**config.mk**
```make
export PLATFORM = sky130hd
export DESIGN_NAME = matrix_saddle_point_search
export DESIGN_NICKNAME = d
export VERILOG_FILES = /design/src/msps_pkg.sv /design/src/msps_ram.sv /design/src/matrix_saddle_point_search.sv
export SDC_FILE = /design/constraint.sdc
export NUM_CORES = 1
export LEC_CHECK = 0
export ABC_AREA = 1
export BUFFER_PORTS_ARGS = -buffer_cell sky130_fd_sc_hd__buf_2
export CAP_MARGIN = 15
export CORE_MARGIN = 3
export CORE_UTILIZATION = 34
export DETAILED_ROUTE_END_ITERATION = 8
export PLACE_DENSITY_LB_ADDON = 0.1
export SLEW_MARGIN = 5
export SYNTH_ARGS = -nofsm -noshare
export SYNTH_HDL_FRONTEND = slang
export SYNTH_SLANG_ARGS = --single-unit
```
**constraint.sdc**
```tcl
create_clock -name aclk -period 4.6 [get_ports aclk]
set_clock_uncertainty 0.05 [all_clocks]
set_input_delay 0.46 -clock aclk [delete_from_list [all_inputs] [get_ports aclk]]
set_output_delay 0.46 -clock aclk [all_outputs]
set_load 0.02 [all_outputs]
```
**src/msps_pkg.sv**
```systemverilog
package msps_pkg;

    // Fixed field widths of the result and input channels
    localparam int DATA_W = 32;
    localparam int IDX_W  = 3;
    localparam int ORD_W  = 7;

    // Default matrix shape
    localparam int ROWS_DEF = 4;
    localparam int COLS_DEF = 4;

    // Cap on saddle points reported per matrix
    localparam int MAX_RESULTS = 16;
    localparam int CNT_W       = $clog2(MAX_RESULTS + 1);

    // Search sequencer states
    typedef enum logic [3:0] {
        ST_LOAD,
        ST_MIN_RD,
        ST_MIN_CMP,
        ST_SCAN_RD,
        ST_SCAN_CMP,
        ST_COL_RD,
        ST_COL_CMP,
        ST_PUSH,
        ST_FINISH
    } state_t;

endpackage

```
**src/msps_ram.sv**
```systemverilog
module msps_ram #(
    parameter int DEPTH = msps_pkg::ROWS_DEF * msps_pkg::COLS_DEF,
    parameter int AW    = (DEPTH > 1) ? $clog2(DEPTH) : 1
) (
    input  logic                              aclk,
    input  logic                              wr_en,
    input  logic [AW-1:0]                     wr_addr,
    input  logic signed [msps_pkg::DATA_W-1:0] wr_data,
    input  logic [AW-1:0]                     rd_addr,
    output logic signed [msps_pkg::DATA_W-1:0] rd_data
);

    logic signed [msps_pkg::DATA_W-1:0] mem [DEPTH];

    // Single write port
    always_ff @(posedge aclk) begin
        if (wr_en) begin
            mem[wr_addr] <= wr_data;
        end
    end

    // Registered read port
    always_ff @(posedge aclk) begin
        rd_data <= mem[rd_addr];
    end

endmodule

```
**src/matrix_saddle_point_search.sv**
```systemverilog
// Matrix saddle point search. Elements of a ROWS x COLS signed matrix arrive
// one per transaction in row-major order and are taken one per cycle. After
// the final element the block walks the stored matrix through one memory
// read port and one comparator. Per row it first finds the row minimum and
// then scans the row for it. Each column that holds the minimum gets a column
// check, which stops at the first larger element. Each saddle point found is
// pushed, and a final step closes the report. Both of these wait while the
// output register still holds a result that m_ready has not taken. s_ready
// stays low for the
// whole search. Results come out in row-then-column order with a running
// ordinal; the final one carries m_last_result. A matrix with no saddle point
// gives one result with m_found low, m_last_result high and all other fields
// zero. At most MAX_RESULTS saddle points are reported. A waiting result does
// not block loading of the next matrix.
module matrix_saddle_point_search #(
    parameter int ROWS = msps_pkg::ROWS_DEF,
    parameter int COLS = msps_pkg::COLS_DEF
) (
    input  logic                               aclk,
    input  logic                               aresetn,
    input  logic                               s_valid,
    output logic                               s_ready,
    input  logic signed [msps_pkg::DATA_W-1:0] s_element_value,
    output logic                               m_valid,
    input  logic                               m_ready,
    output logic                               m_found,
    output logic [msps_pkg::IDX_W-1:0]         m_row_index,
    output logic [msps_pkg::IDX_W-1:0]         m_col_index,
    output logic signed [msps_pkg::DATA_W-1:0] m_point_value,
    output logic [msps_pkg::ORD_W-1:0]         m_ordinal,
    output logic                               m_last_result
);

    localparam int CELLS = ROWS * COLS;
    localparam int AW    = (CELLS > 1) ? $clog2(CELLS) : 1;
    localparam int DW    = msps_pkg::DATA_W;
    localparam int IW    = msps_pkg::IDX_W;
    localparam int OW    = msps_pkg::ORD_W;
    localparam int CW    = msps_pkg::CNT_W;

    localparam logic [AW-1:0] LAST_CELL = AW'(CELLS - 1);
    localparam logic [IW-1:0] LAST_ROW  = IW'(ROWS - 1);
    localparam logic [IW-1:0] LAST_COL  = IW'(COLS - 1);
    localparam logic [CW-1:0] CNT_MAX   = CW'(msps_pkg::MAX_RESULTS);

    msps_pkg::state_t state_reg, state_next;

    logic [AW-1:0]        load_cnt_reg, load_cnt_next;
    logic [IW-1:0]        row_reg, row_next;
    logic [IW-1:0]        col_reg, col_next;
    logic [IW-1:0]        chk_reg, chk_next;
    logic signed [DW-1:0] rmin_reg, rmin_next;
    logic [CW-1:0]        cnt_reg, cnt_next;

    // Held saddle point, waiting until it is known whether it is the last
    logic                 hold_valid_reg, hold_valid_next;
    logic [IW-1:0]        hold_row_reg, hold_row_next;
    logic [IW-1:0]        hold_col_reg, hold_col_next;
    logic signed [DW-1:0] hold_val_reg, hold_val_next;
    logic [OW-1:0]        hold_ord_reg, hold_ord_next;

    // Output register
    logic                 m_valid_reg, m_valid_next;
    logic                 out_found_reg, out_found_next;
    logic [IW-1:0]        out_row_reg, out_row_next;
    logic [IW-1:0]        out_col_reg, out_col_next;
    logic signed [DW-1:0] out_val_reg, out_val_next;
    logic [OW-1:0]        out_ord_reg, out_ord_next;
    logic                 out_last_reg, out_last_next;

    logic                 wr_en;
    logic [AW-1:0]        rd_addr;
    logic signed [DW-1:0] rd_data;
    logic                 slot_free;

    // Where the scan goes after finishing with the current column
    msps_pkg::state_t     adv_state;
    logic [IW-1:0]        adv_row;
    logic [IW-1:0]        adv_col;

    assign s_ready   = (state_reg == msps_pkg::ST_LOAD);
    assign wr_en     = s_valid && s_ready;
    assign slot_free = !m_valid_reg || m_ready;

    msps_ram #(
        .DEPTH (CELLS),
        .AW    (AW)
    ) u_ram (
        .aclk    (aclk),
        .wr_en   (wr_en),
        .wr_addr (load_cnt_reg),
        .wr_data (s_element_value),
        .rd_addr (rd_addr),
        .rd_data (rd_data)
    );

    // Read address: row-major cell of (row, col) or (check row, col)
    always_comb begin
        if (state_reg == msps_pkg::ST_COL_RD) begin
            rd_addr = AW'(int'(chk_reg) * COLS + int'(col_reg));
        end else begin
            rd_addr = AW'(int'(row_reg) * COLS + int'(col_reg));
        end
    end

    // Column advance
    always_comb begin
        adv_row = row_reg;
        adv_col = col_reg;
        if (col_reg == LAST_COL) begin
            adv_col = '0;
            if (row_reg == LAST_ROW) begin
                adv_state = msps_pkg::ST_FINISH;
            end else begin
                adv_row   = row_reg + IW'(1);
                adv_state = msps_pkg::ST_MIN_RD;
            end
        end else begin
            adv_col   = col_reg + IW'(1);
            adv_state = msps_pkg::ST_SCAN_RD;
        end
    end

    // Sequencer
    always_comb begin
        state_next      = state_reg;
        load_cnt_next   = load_cnt_reg;
        row_next        = row_reg;
        col_next        = col_reg;
        chk_next        = chk_reg;
        rmin_next       = rmin_reg;
        cnt_next        = cnt_reg;
        hold_valid_next = hold_valid_reg;
        hold_row_next   = hold_row_reg;
        hold_col_next   = hold_col_reg;
        hold_val_next   = hold_val_reg;
        hold_ord_next   = hold_ord_reg;
        m_valid_next    = m_valid_reg && !m_ready;
        out_found_next  = out_found_reg;
        out_row_next    = out_row_reg;
        out_col_next    = out_col_reg;
        out_val_next    = out_val_reg;
        out_ord_next    = out_ord_reg;
        out_last_next   = out_last_reg;

        case (state_reg)
            msps_pkg::ST_LOAD: begin
                if (wr_en) begin
                    if (load_cnt_reg == LAST_CELL) begin
                        load_cnt_next   = '0;
                        row_next        = '0;
                        col_next        = '0;
                        cnt_next        = '0;
                        hold_valid_next = 1'b0;
                        state_next      = msps_pkg::ST_MIN_RD;
                    end else begin
                        load_cnt_next = load_cnt_reg + AW'(1);
                    end
                end
            end
            msps_pkg::ST_MIN_RD: begin
                state_next = msps_pkg::ST_MIN_CMP;
            end
            msps_pkg::ST_MIN_CMP: begin
                if (col_reg == '0 || rd_data < rmin_reg) begin
                    rmin_next = rd_data;
                end
                if (col_reg == LAST_COL) begin
                    col_next   = '0;
                    state_next = msps_pkg::ST_SCAN_RD;
                end else begin
                    col_next   = col_reg + IW'(1);
                    state_next = msps_pkg::ST_MIN_RD;
                end
            end
            msps_pkg::ST_SCAN_RD: begin
                state_next = msps_pkg::ST_SCAN_CMP;
            end
            msps_pkg::ST_SCAN_CMP: begin
                if (rd_data == rmin_reg) begin
                    chk_next   = '0;
                    state_next = msps_pkg::ST_COL_RD;
                end else begin
                    row_next   = adv_row;
                    col_next   = adv_col;
                    state_next = adv_state;
                end
            end
            msps_pkg::ST_COL_RD: begin
                state_next = msps_pkg::ST_COL_CMP;
            end
            msps_pkg::ST_COL_CMP: begin
                if (rd_data > rmin_reg) begin
                    row_next   = adv_row;
                    col_next   = adv_col;
                    state_next = adv_state;
                end else if (chk_reg == LAST_ROW) begin
                    state_next = msps_pkg::ST_PUSH;
                end else begin
                    chk_next   = chk_reg + IW'(1);
                    state_next = msps_pkg::ST_COL_RD;
                end
            end
            msps_pkg::ST_PUSH: begin
                // Move the previous point out, keep the new one held
                if (!hold_valid_reg || slot_free) begin
                    if (hold_valid_reg) begin
                        m_valid_next   = 1'b1;
                        out_found_next = 1'b1;
                        out_row_next   = hold_row_reg;
                        out_col_next   = hold_col_reg;
                        out_val_next   = hold_val_reg;
                        out_ord_next   = hold_ord_reg;
                        out_last_next  = 1'b0;
                    end
                    hold_valid_next = 1'b1;
                    hold_row_next   = row_reg;
                    hold_col_next   = col_reg;
                    hold_val_next   = rmin_reg;
                    hold_ord_next   = OW'(cnt_reg) + OW'(1);
                    cnt_next        = cnt_reg + CW'(1);
                    if (cnt_reg + CW'(1) == CNT_MAX) begin
                        state_next = msps_pkg::ST_FINISH;
                    end else begin
                        row_next   = adv_row;
                        col_next   = adv_col;
                        state_next = adv_state;
                    end
                end
            end
            msps_pkg::ST_FINISH: begin
                if (slot_free) begin
                    m_valid_next  = 1'b1;
                    out_last_next = 1'b1;
                    if (hold_valid_reg) begin
                        out_found_next = 1'b1;
                        out_row_next   = hold_row_reg;
                        out_col_next   = hold_col_reg;
                        out_val_next   = hold_val_reg;
                        out_ord_next   = hold_ord_reg;
                    end else begin
                        out_found_next = 1'b0;
                        out_row_next   = '0;
                        out_col_next   = '0;
                        out_val_next   = '0;
                        out_ord_next   = '0;
                    end
                    hold_valid_next = 1'b0;
                    state_next      = msps_pkg::ST_LOAD;
                end
            end
            default: begin
                state_next = msps_pkg::ST_LOAD;
            end
        endcase
    end

    // Control registers
    always_ff @(posedge aclk) begin
        if (!aresetn) begin
            state_reg      <= msps_pkg::ST_LOAD;
            load_cnt_reg   <= '0;
            cnt_reg        <= '0;
            hold_valid_reg <= 1'b0;
            m_valid_reg    <= 1'b0;
        end else begin
            state_reg      <= state_next;
            load_cnt_reg   <= load_cnt_next;
            cnt_reg        <= cnt_next;
            hold_valid_reg <= hold_valid_next;
            m_valid_reg    <= m_valid_next;
        end
    end

    // Datapath registers
    always_ff @(posedge aclk) begin
        row_reg       <= row_next;
        col_reg       <= col_next;
        chk_reg       <= chk_next;
        rmin_reg      <= rmin_next;
        hold_row_reg  <= hold_row_next;
        hold_col_reg  <= hold_col_next;
        hold_val_reg  <= hold_val_next;
        hold_ord_reg  <= hold_ord_next;
        out_found_reg <= out_found_next;
        out_row_reg   <= out_row_next;
        out_col_reg   <= out_col_next;
        out_val_reg   <= out_val_next;
        out_ord_reg   <= out_ord_next;
        out_last_reg  <= out_last_next;
    end

    assign m_valid       = m_valid_reg;
    assign m_found       = out_found_reg;
    assign m_row_index   = out_row_reg;
    assign m_col_index   = out_col_reg;
    assign m_point_value = out_val_reg;
    assign m_ordinal     = out_ord_reg;
    assign m_last_result = out_last_reg;

    // A "not found" transaction always closes the report with zero ordinal
    a_not_found_last: assert property (@(posedge aclk) disable iff (!aresetn)
        m_valid && !m_found |-> m_last_result && m_ordinal == '0)
        else $error("not-found result without last mark");

    // Reported saddle points carry an ordinal within the cap
    a_ordinal_range: assert property (@(posedge aclk) disable iff (!aresetn)
        m_valid && m_found |-> m_ordinal != '0 && m_ordinal <= OW'(msps_pkg::MAX_RESULTS))
        else $error("saddle point ordinal out of range");

    // Nothing stays held once the block is loading again
    a_hold_clear: assert property (@(posedge aclk) disable iff (!aresetn)
        state_reg == msps_pkg::ST_LOAD |-> !hold_valid_reg)
        else $error("held saddle point left behind");

    // Found count never passes the cap
    a_cnt_cap: assert property (@(posedge aclk) disable iff (!aresetn)
        cnt_reg <= CNT_MAX)
        else $error("saddle point count over cap");

endmodule

```
# After elaboration in Yosys (flattened, before gate mapping)
# Memories as Yosys holds them, arrays and structs flattened. A register that Yosys moved wholly into a read port is not among the register bits.
# Cells that the tools add are included.
# op_classes
magnitude_cmp	2
n_eq_ne	25
add_sub_neg	8
shift	0
n_reduce_logical	26
n_mul	0
div	0
bitwise_logic	0
n_mux	77
# op_table
operator	n
two-way mux 32 bit	4
two-way mux 3 bit	24
one-hot mux 32 bit (2 select lines)	1
two-way mux 4 bit	11
one-hot mux 4 bit (9 select lines)	1
== test 32 bit	1
greater-than comparator 32 bit	1
< comparator 32 bit	1
two-way mux 7 bit	4
inequality test 2 bit, second input constant	9
one-hot mux 3 bit (2 select lines)	3
== test 4 x 3 -> 1 bit, second input constant	4
two-way mux 1 bit	16
AND reduction 4 bit	4
two-way mux 5 bit	3
one-hot mux 3 bit (5 select lines)	1
one-hot mux 7 bit (2 select lines)	1
AND reduction 7 bit	2
one-hot mux 3 bit (4 select lines)	1
one-hot mux 5 bit (2 select lines)	1
adder 3 x 1 -> 3 bit, second input constant	3
== test 3 x 2 -> 1 bit, second input constant	3
adder 4 x 3 -> 4 bit	2
== test 4 x 2 -> 1 bit, second input constant	2
21 further kinds	35
# word_totals
ff_bits	148
out_inout_bits	49
elab_cells	158
memories	1
mem_bits_rw	512
rom_bits	0
in_bits	36
latchBits	0
# memory_table
name	words	width	rd	rd_ports_with_merged_regs	wr	line	source
u_ram.mem	16	32	1	1	1	msps_ram.sv:13	logic signed [msps_pkg::DATA_W-1:0] mem [DEPTH];

# Logic depth before layout (Yosys ltp)
# Gate-level depths: netlist (run 1).
# logic_depth
depth_word	6
depth_mapped	19
ltp_nobuf	19

# Hierarchy
# A second synthesis (run 1) with hierarchy kept.
# unflattened
cells_unflattened	2692
area_unflattened_um2	29153.0
# modules_own_cells
module	n_inst	cells_per_inst	seq_area_each_um2	area_each_um2
msps_ram	1	2120	16015.4	22730.6
matrix_saddle_point_search	1	572	4234.1	6422.4

# Worst setup path before layout (run 1)
# No wires, ideal clock.
# synth_timing
path_kind	reg-to-reg
start	register state_reg[0]
end	register out_col_reg[0] (netlist: m_col_index[0]) (enable)
arrival_ns	3.148
path_buffers	0
synth_period_minus_slack_ns	3.663
stages_incl_launch_ff	5
setup_ns	0.465
path_slack_ns	0.937
cell_sequence	dfxtp_1 inv_2 nor3_2 nand2_1 a21oi_1
# synth_via
elab_chain_cells	3
word_cells_on_any_way	7
classes_between	eq/ne (5); reduce/logical (2)
# synth_lines
element	line	source
start: declaration	matrix_saddle_point_search.sv:46	msps_pkg::state_t state_reg, state_next;
start signal: assignment	matrix_saddle_point_search.sv:261	state_reg <= msps_pkg::ST_LOAD;
start signal: assignment	matrix_saddle_point_search.sv:267	state_reg <= state_next;
== test 4 x 3 -> 1 bit / == test 4 bit (equally long branches)	matrix_saddle_point_search.sv:146	case (state_reg)
inequality test 2 bit (no source line) / nonzero test 2 bit (equally long branches)	n/a	
AND reduction 4 bit (no source line) (*)	n/a	
end signal: assignment	matrix_saddle_point_search.sv:287	out_col_reg <= out_col_next;
end: declaration	matrix_saddle_point_search.sv:66	logic [IW-1:0] out_col_reg, out_col_next;
# Every way passes the cells marked *; elsewhere a longest branch is shown, timed or not.
# A chain may end at the register's enable or synchronous reset.

# Worst setup path in the final report (run 1)
# layout_timing
start	register state_reg[3]
end	register u_ram.rd_data[14] (netlist bit), read port of u_ram.mem
# layout_via
elab_chain_cells	2
# layout_lines
element	line	source
== test 4 x 3 -> 1 bit	matrix_saddle_point_search.sv:99	if (state_reg == msps_pkg::ST_COL_RD) begin
two-way mux 4 bit	matrix_saddle_point_search.sv:99	
end: declaration	msps_ram.sv:10	output logic signed [msps_pkg::DATA_W-1:0] rd_data
# No other way between the ends.

==> flow_metrics.tcl, run 1 <==
set metrics [dict create \
    htreeDepth 3 \
    power_frac_comb 0.013 \
    core_area_um2 77850 \
    dieArea_um2 82460 \
    maxSlewHeadroom 0.3145 \
    wl_per_cell_um 21.89 \
    vias_per_cell 5.010 \
    maxCapViolations 0 \
    clock_latency_ns 0.62 \
    synth_top_cell_area_share 0.7184 \
    setup_viol 0 \
    crit_chain "inv_1 > nand2_1 > inv_1 > nand2_2 > mux2_2 > ha_2 > inv_2 > buf_4 > nand2_1 > a31oi_1" \
    path_depth 10 \
    path_clk_slew_ns 0.06 \
    chipHeight_um 287.2 \
    ys.warnings.count 0 \
    ir_drop_uv 279.0 \
    ant_nets 0 \
    cp.required_ns 4.99 \
    seq_area_um2 20250 \
    dr_total_vias 15800 \
    dp_cells 3009 \
    final_cells 3154 \
    r2r_cells 10 \
    synth_nets 2035 \
    power.switching_mw 2.631 \
    crit_path_top_delay_cell "inv_2" \
    finalHoldViolations 0 \
    die_w_um 287.2 \
    seqPwrFrac 0.525 \
    multi_input_area_um2 5831 \
    synthTopCellsByArea "edfxtp_1, nor2_1, o21ai_0, dfxtp_1, mux2i_1" \
    async_flop_share 0 \
    cts_hold_buf 0 \
    globalplace.congestion 0.8036 \
    drc 0 \
    leakage_nw 10.76 \
    yosysSeqAreaShare 0.7534 \
    drt_first_pass_iters 5 \
    clockBufferDepth 3 \
    grt_max_degree 148 \
    ctsResizeCount 0 \
    min_path_cells 3 \
    slew_violations 0 \
    critPathKind "reg2reg" \
    period_share 0.7492 \
    dp_hpwl_mm 40.39 \
    first_global_vias 15710 \
    syn-instance-count 1955 \
    largest_reg_flops 512 \
    ys.flop_type "edfxtp_1" \
    rows 102 \
    synth_top_cell_by_area "edfxtp_1" \
    ys_types 37 \
    start_kind "register" \
    cp_top_family "buffers and inverters" \
    post_cts_buffers 0 \
    n_fill_cell 7284 \
    grt_overflow 0 \
    totalWireLength_mm 69.03 \
    p_int_mw 10.53 \
    fin_ws_ns 1.154 \
    root_buffer "clkbuf_16" \
    worst_pin_slew_ns 1.028 \
    p_clk_frac 0.462 \
    p_sw_frac 0.1999 \
    arrival_ns 3.83 \
    status "finished, final reports clean" \
    yosys.cell_count.top_type "edfxtp_1" \
    synth_common_cells "edfxtp_1, nor2_1, o21ai_0, nand2_1, inv_1" \
    max_flop_register "u_ram.mem" \
    grt_pass1_wl_mm 102.7 \
    num_io_pins 85 \
    drive_above_1_share 0.1236 \
    cts_tree "done" \
    post-place-ws_ns 1.172 \
    cts.sinks 690 \
    min_period_ns 3.446 \
    crit_path_end_kind "register" \
    final_nets 2128 \
    cts_buffers 77 \
    grt_setup_unrepaired "false" \
    hold_path.class "in2reg" \
    timing.fmax_mhz 290.2 \
    path_buf_inv 4 \
    cpPeakStageDelay_ns 0.73 \
    syn_to_final_growth_pct 15.98 \
    drt_iter0_drc 1269 \
    worstPathMaxFanout 40 \
    numPortBuffers 83 \
    grt_util_all_layers 0.1667 \
    finalSetupTns_ns 0 \
    syn-cell-area_um2 26880 \
    antenna_found_initial 4 \
    syn_area_per_cell_um2 13.75 \
    pwr_density_cell_nw_per_um2 422.2 \
    ys_ff_latch 690 \
    start_util 0.3453 \
    synth_edf_count 643 \
]
==> stage by stage <==
step / hold slack [ns] / power, mW / util / area [µm²]
after floorplan: 0.3582 / 7.085 / - / 26880
after CTS: 0.06085 / 13.32 / 0.4003 / 31170
after global routing: 0.09569 / 13.59 / 0.4004 / 31170
after detailed placement: 0.3731 / 7.214 / 0.3683 / 28680
after global placement: 0.3732 / 7.211 / 0.3672 / 28590
final: 0.1035 / 13.16 / 0.4004 / 31170
==> metal layers <==
| layer | part of all wire | GRT usage | routed length, µm |
|---|---|---|---|
| met3 | 0.047 | 0.02641 | 3278 |
| met5 | 0.00020 | 0 | 14 |
| met2 | 0.48 | 0.2734 | 32800 |
| met1 | 0.45 | 0.2267 | 31240 |
| met4 | 0.025 | 0.05512 | 1697 |
==> placed cells by master (no fill, tap or decap), types with 4 or more instances in the layout <==
| cell type | instances |
|---|---|
| edfxtp_1 | 643 |
| nor2_1 | 283 |
| o21ai_0 | 204 |
| nand2_1 | 150 |
| inv_1 | 130 |
| buf_2 | 83 |
| clkbuf_16 | 78 |
| o22ai_1 | 64 |
| o221ai_1 | 63 |
| mux2i_1 | 62 |
| a21oi_1 | 57 |
| dfxtp_1 | 47 |
| ha_1 | 43 |
| a31oi_1 | 32 |
| buf_4 | 23 |
| clkbuf_1 | 20 |
| nor2_4 | 18 |
| clkinv_2 | 16 |
| clkinv_1 | 11 |
| nand3_1 | 10 |
| clkbuf_8 | 9 |
| buf_12 | 8 |
| nor3_1 | 7 |
| nand4_1 | 6 |
| bufinv_16 | 6 |
| o21ai_1 | 4 |
| inv_6 | 4 |
==> worst register-to-register path: cells and delay by family (launching register included) <==
family / cells / cell delay (ns)
flip-flops: 1 / 0.33
adder cells (fa/ha/maj): 1 / 0.28
AND/OR/NAND/NOR: 3 / 0.38
buffers and inverters: 4 / 1.26
AO/OA/AOI/OAI: 1 / 0.61
multiplexers: 1 / 0.35
==> worst paths after layout <==
check               startpoint           endpoint  slack [ns]
min                    aresetn       state_reg[2]        0.10
max               state_reg[3]  u_ram.rd_data[14]        1.15
min reg2reg  u_ram.rd_data[19]       rmin_reg[19]        0.39
max reg2reg       state_reg[3]  u_ram.rd_data[14]        1.15
==> power groups by stage <==
stage / Combinational, mW / Sequential, mW / Clock [mW]
floorplan: 0.0449 / 7.04 / 0
global placement: 0.172 / 7.04 / 0
detailed placement: 0.175 / 7.04 / 0
CTS: 0.175 / 6.91 / 6.24
global route: 0.187 / 6.91 / 6.49
finish: 0.168 / 6.91 / 6.09
==> cell families (layout without fill, tap and decap cells) <==
| group | count (synthesis) | in the layout | share of synthesized area |
|---|---|---|---|
| other | 1 | 4 | 0.0001395 |
| buffers and inverters | 238 | 394 | 0.03524 |
| adders and majority gates | 44 | 44 | 0.02048 |
| xor gates and xnor gates | 4 | 4 | 0.002002 |
| and+or+nand+nor | 479 | 479 | 0.06903 |
| AOI/OAI and AO/OA | 435 | 435 | 0.09538 |
| DFF | 690 | 690 | 0.7534 |
| muxes | 64 | 64 | 0.02435 |
==> final cells by class <==
cell class / instances / share of cell area
multi-input cells: 1027 / 0.1870
well taps: 1040 / 0.04174
inverters: 137 / 0.01662
clock buffers: 107 / 0.06899
diodes: 3 / 0.0002408
clock inverters: 35 / 0.01092
repair buffers: 115 / 0.02488
flip-flops and latches: 690 / 0.6496
Power figures use the tool's default switching activity.
==> inputs of run 2 (changes only) <==
Clock period 4.6 ns to 2.9 ns, I/O delays scaled along.
==> flow_metrics.tcl, run 2 (synthesis results as in run 1) <==
set metrics [dict create \
    first_global_vias 15700 \
    dp_hpwl_mm 38.56 \
    chipHeight_um 287.2 \
    min_path_cells 4 \
    drt_iter0_drc 1231 \
    crit_path_end_kind "register" \
    arrival_ns 3.13 \
    finalHoldViolations 0 \
    timing.fmax_mhz 368.0 \
    slew_violations 0 \
    final_cell_area_um2 32090 \
    placed_area_um2 29400 \
    drc 0 \
    wl_per_cell_um 21.28 \
    vias_per_cell 4.943 \
    ant_nets 0 \
    start_kind "register" \
    min_period_ns 2.718 \
    grt_pass1_wl_mm 102.3 \
    worst-r2r-setup-slack_ns 0.18 \
    drt_first_pass_iters 5 \
    num_io_pins 85 \
    r2r_cells 12 \
    leakage_nw 11.14 \
    drive_above_1_share 0.1396 \
    rows 102 \
    max_flop_register "u_ram.mem" \
    globalplace.congestion 0.7892 \
    dieArea_um2 82460 \
    final_core_utilization 0.4122 \
    status "finished, final reports clean" \
    worst_pin_slew_ns 0.6018 \
    final_common_cell "edfxtp_1" \
    cp.required_ns 3.31 \
    final_cell_mix "edfxtp_1, nor2_1, o21ai_0" \
    setup_viol 0 \
    clockBufferDepth 3 \
    die_w_um 287.2 \
    cts.sinks 690 \
    root_buffer "clkbuf_16" \
    start_util 0.3453 \
    final_cells 3218 \
    path_clk_slew_ns 0.06 \
    fin_ws_ns 0.1823 \
    post-place-ws_ns -0.01566 \
    dr_total_vias 15910 \
    maxSlewHeadroom 0.5957 \
    grt_overflow 0 \
    htreeDepth 3 \
    cts_buffers 75 \
    core_area_um2 77850 \
    antenna_found_initial 6 \
    numPortBuffers 83 \
    ir_drop_uv 325.8 \
    totalWireLength_mm 68.47 \
    syn_to_final_growth_pct 19.38 \
    critPathKind "reg2reg" \
    pwr_density_cell_nw_per_um2 644.0 \
    dp_cells 3056 \
    hold_path.class "in2reg" \
    worstPathMaxFanout 27 \
    holdWs_ns 0.03835 \
    period_share 0.9371 \
    final_nets 2197 \
    clock_latency_ns 0.60 \
    maxCapViolations 0 \
    n_fill_cell 7221 \
    largest_reg_flops 512 \
    grt_util_all_layers 0.1662 \
    grt_max_degree 58 \
    cts_tree "done" \
]
## run 2: area by class of cell
cell class                      instances  area (µm²)  share of cell area
Clock inverter                         25       275.3            0.008579
Tap cell                             1040        1301             0.04055
Clock buffer                          112        2141             0.06672
Timing Repair Buffer                  186        1737             0.05412
Multi-Input combinational cell       1027        5863              0.1827
Sequential cell                       690       20250              0.6311
Antenna cell                            1       2.502          0.00007799
Inverter                              137       518.0             0.01614
## run 2: critical path, stage by stage (launching register included)
cell and delay (ns):
dfxtp_1 0.33, inv_1 0.07, nand2_1 0.15, inv_1 0.07, nand2_2 0.12, mux2_2 0.35, ha_2 0.43, inv_2 0.09
buf_12 0.18, buf_4 0.18, o221ai_1 0.06, a21oi_1 0.12, a31oi_2 0.32
## run 2: repair_timing
| item | CTS | global route |
|---|---|---|
| hold buffers | 24 | 0 |
| pin swaps | 0 | 1 |
| setup buffers | 0 | 0 |
| endpoints found under the hold margin | 289 | 0 |
| setup endpoints to repair | 6 | 24 |
| gates cloned | 0 | 0 |
| gates resized for setup | 0 | 8 |
## run 2: through the flow
stage	power (mW)	TNS [ns]
after CTS	20.95	-0.1443
after global placement	11.43	0
after global routing	21.38	-0.002614
after detailed placement	11.44	-0.09189
final	20.66	0
after floorplan	11.24	-55.02
## run 2: metal layers
metal,global-route usage,wire length (µm),vias up
li1,-,-,7506
met1,0.2394,32760,7991
met2,0.2626,31490,325
met3,0.02633,3029,80
met4,0.04328,1165,4
met5,0,27,-
## run 2: worst paths after layout
path / start / end
setup / recovery: state_reg[3] / u_ram.rd_data[7]
hold / removal: m_ready / state_reg[3]
setup reg to reg: state_reg[3] / u_ram.rd_data[7]
hold reg to reg: u_ram.rd_data[19] / rmin_reg[19]
## run 2: power by group
part           switching (mW)  leakage (nW)  total (mW)  internal [mW]
registers              0.0197          6.19        11.0           10.9
logic                   0.222          3.78       0.297         0.0754
clock network            3.77          1.17        9.41           5.64
total                    4.01          11.1        20.7           16.6
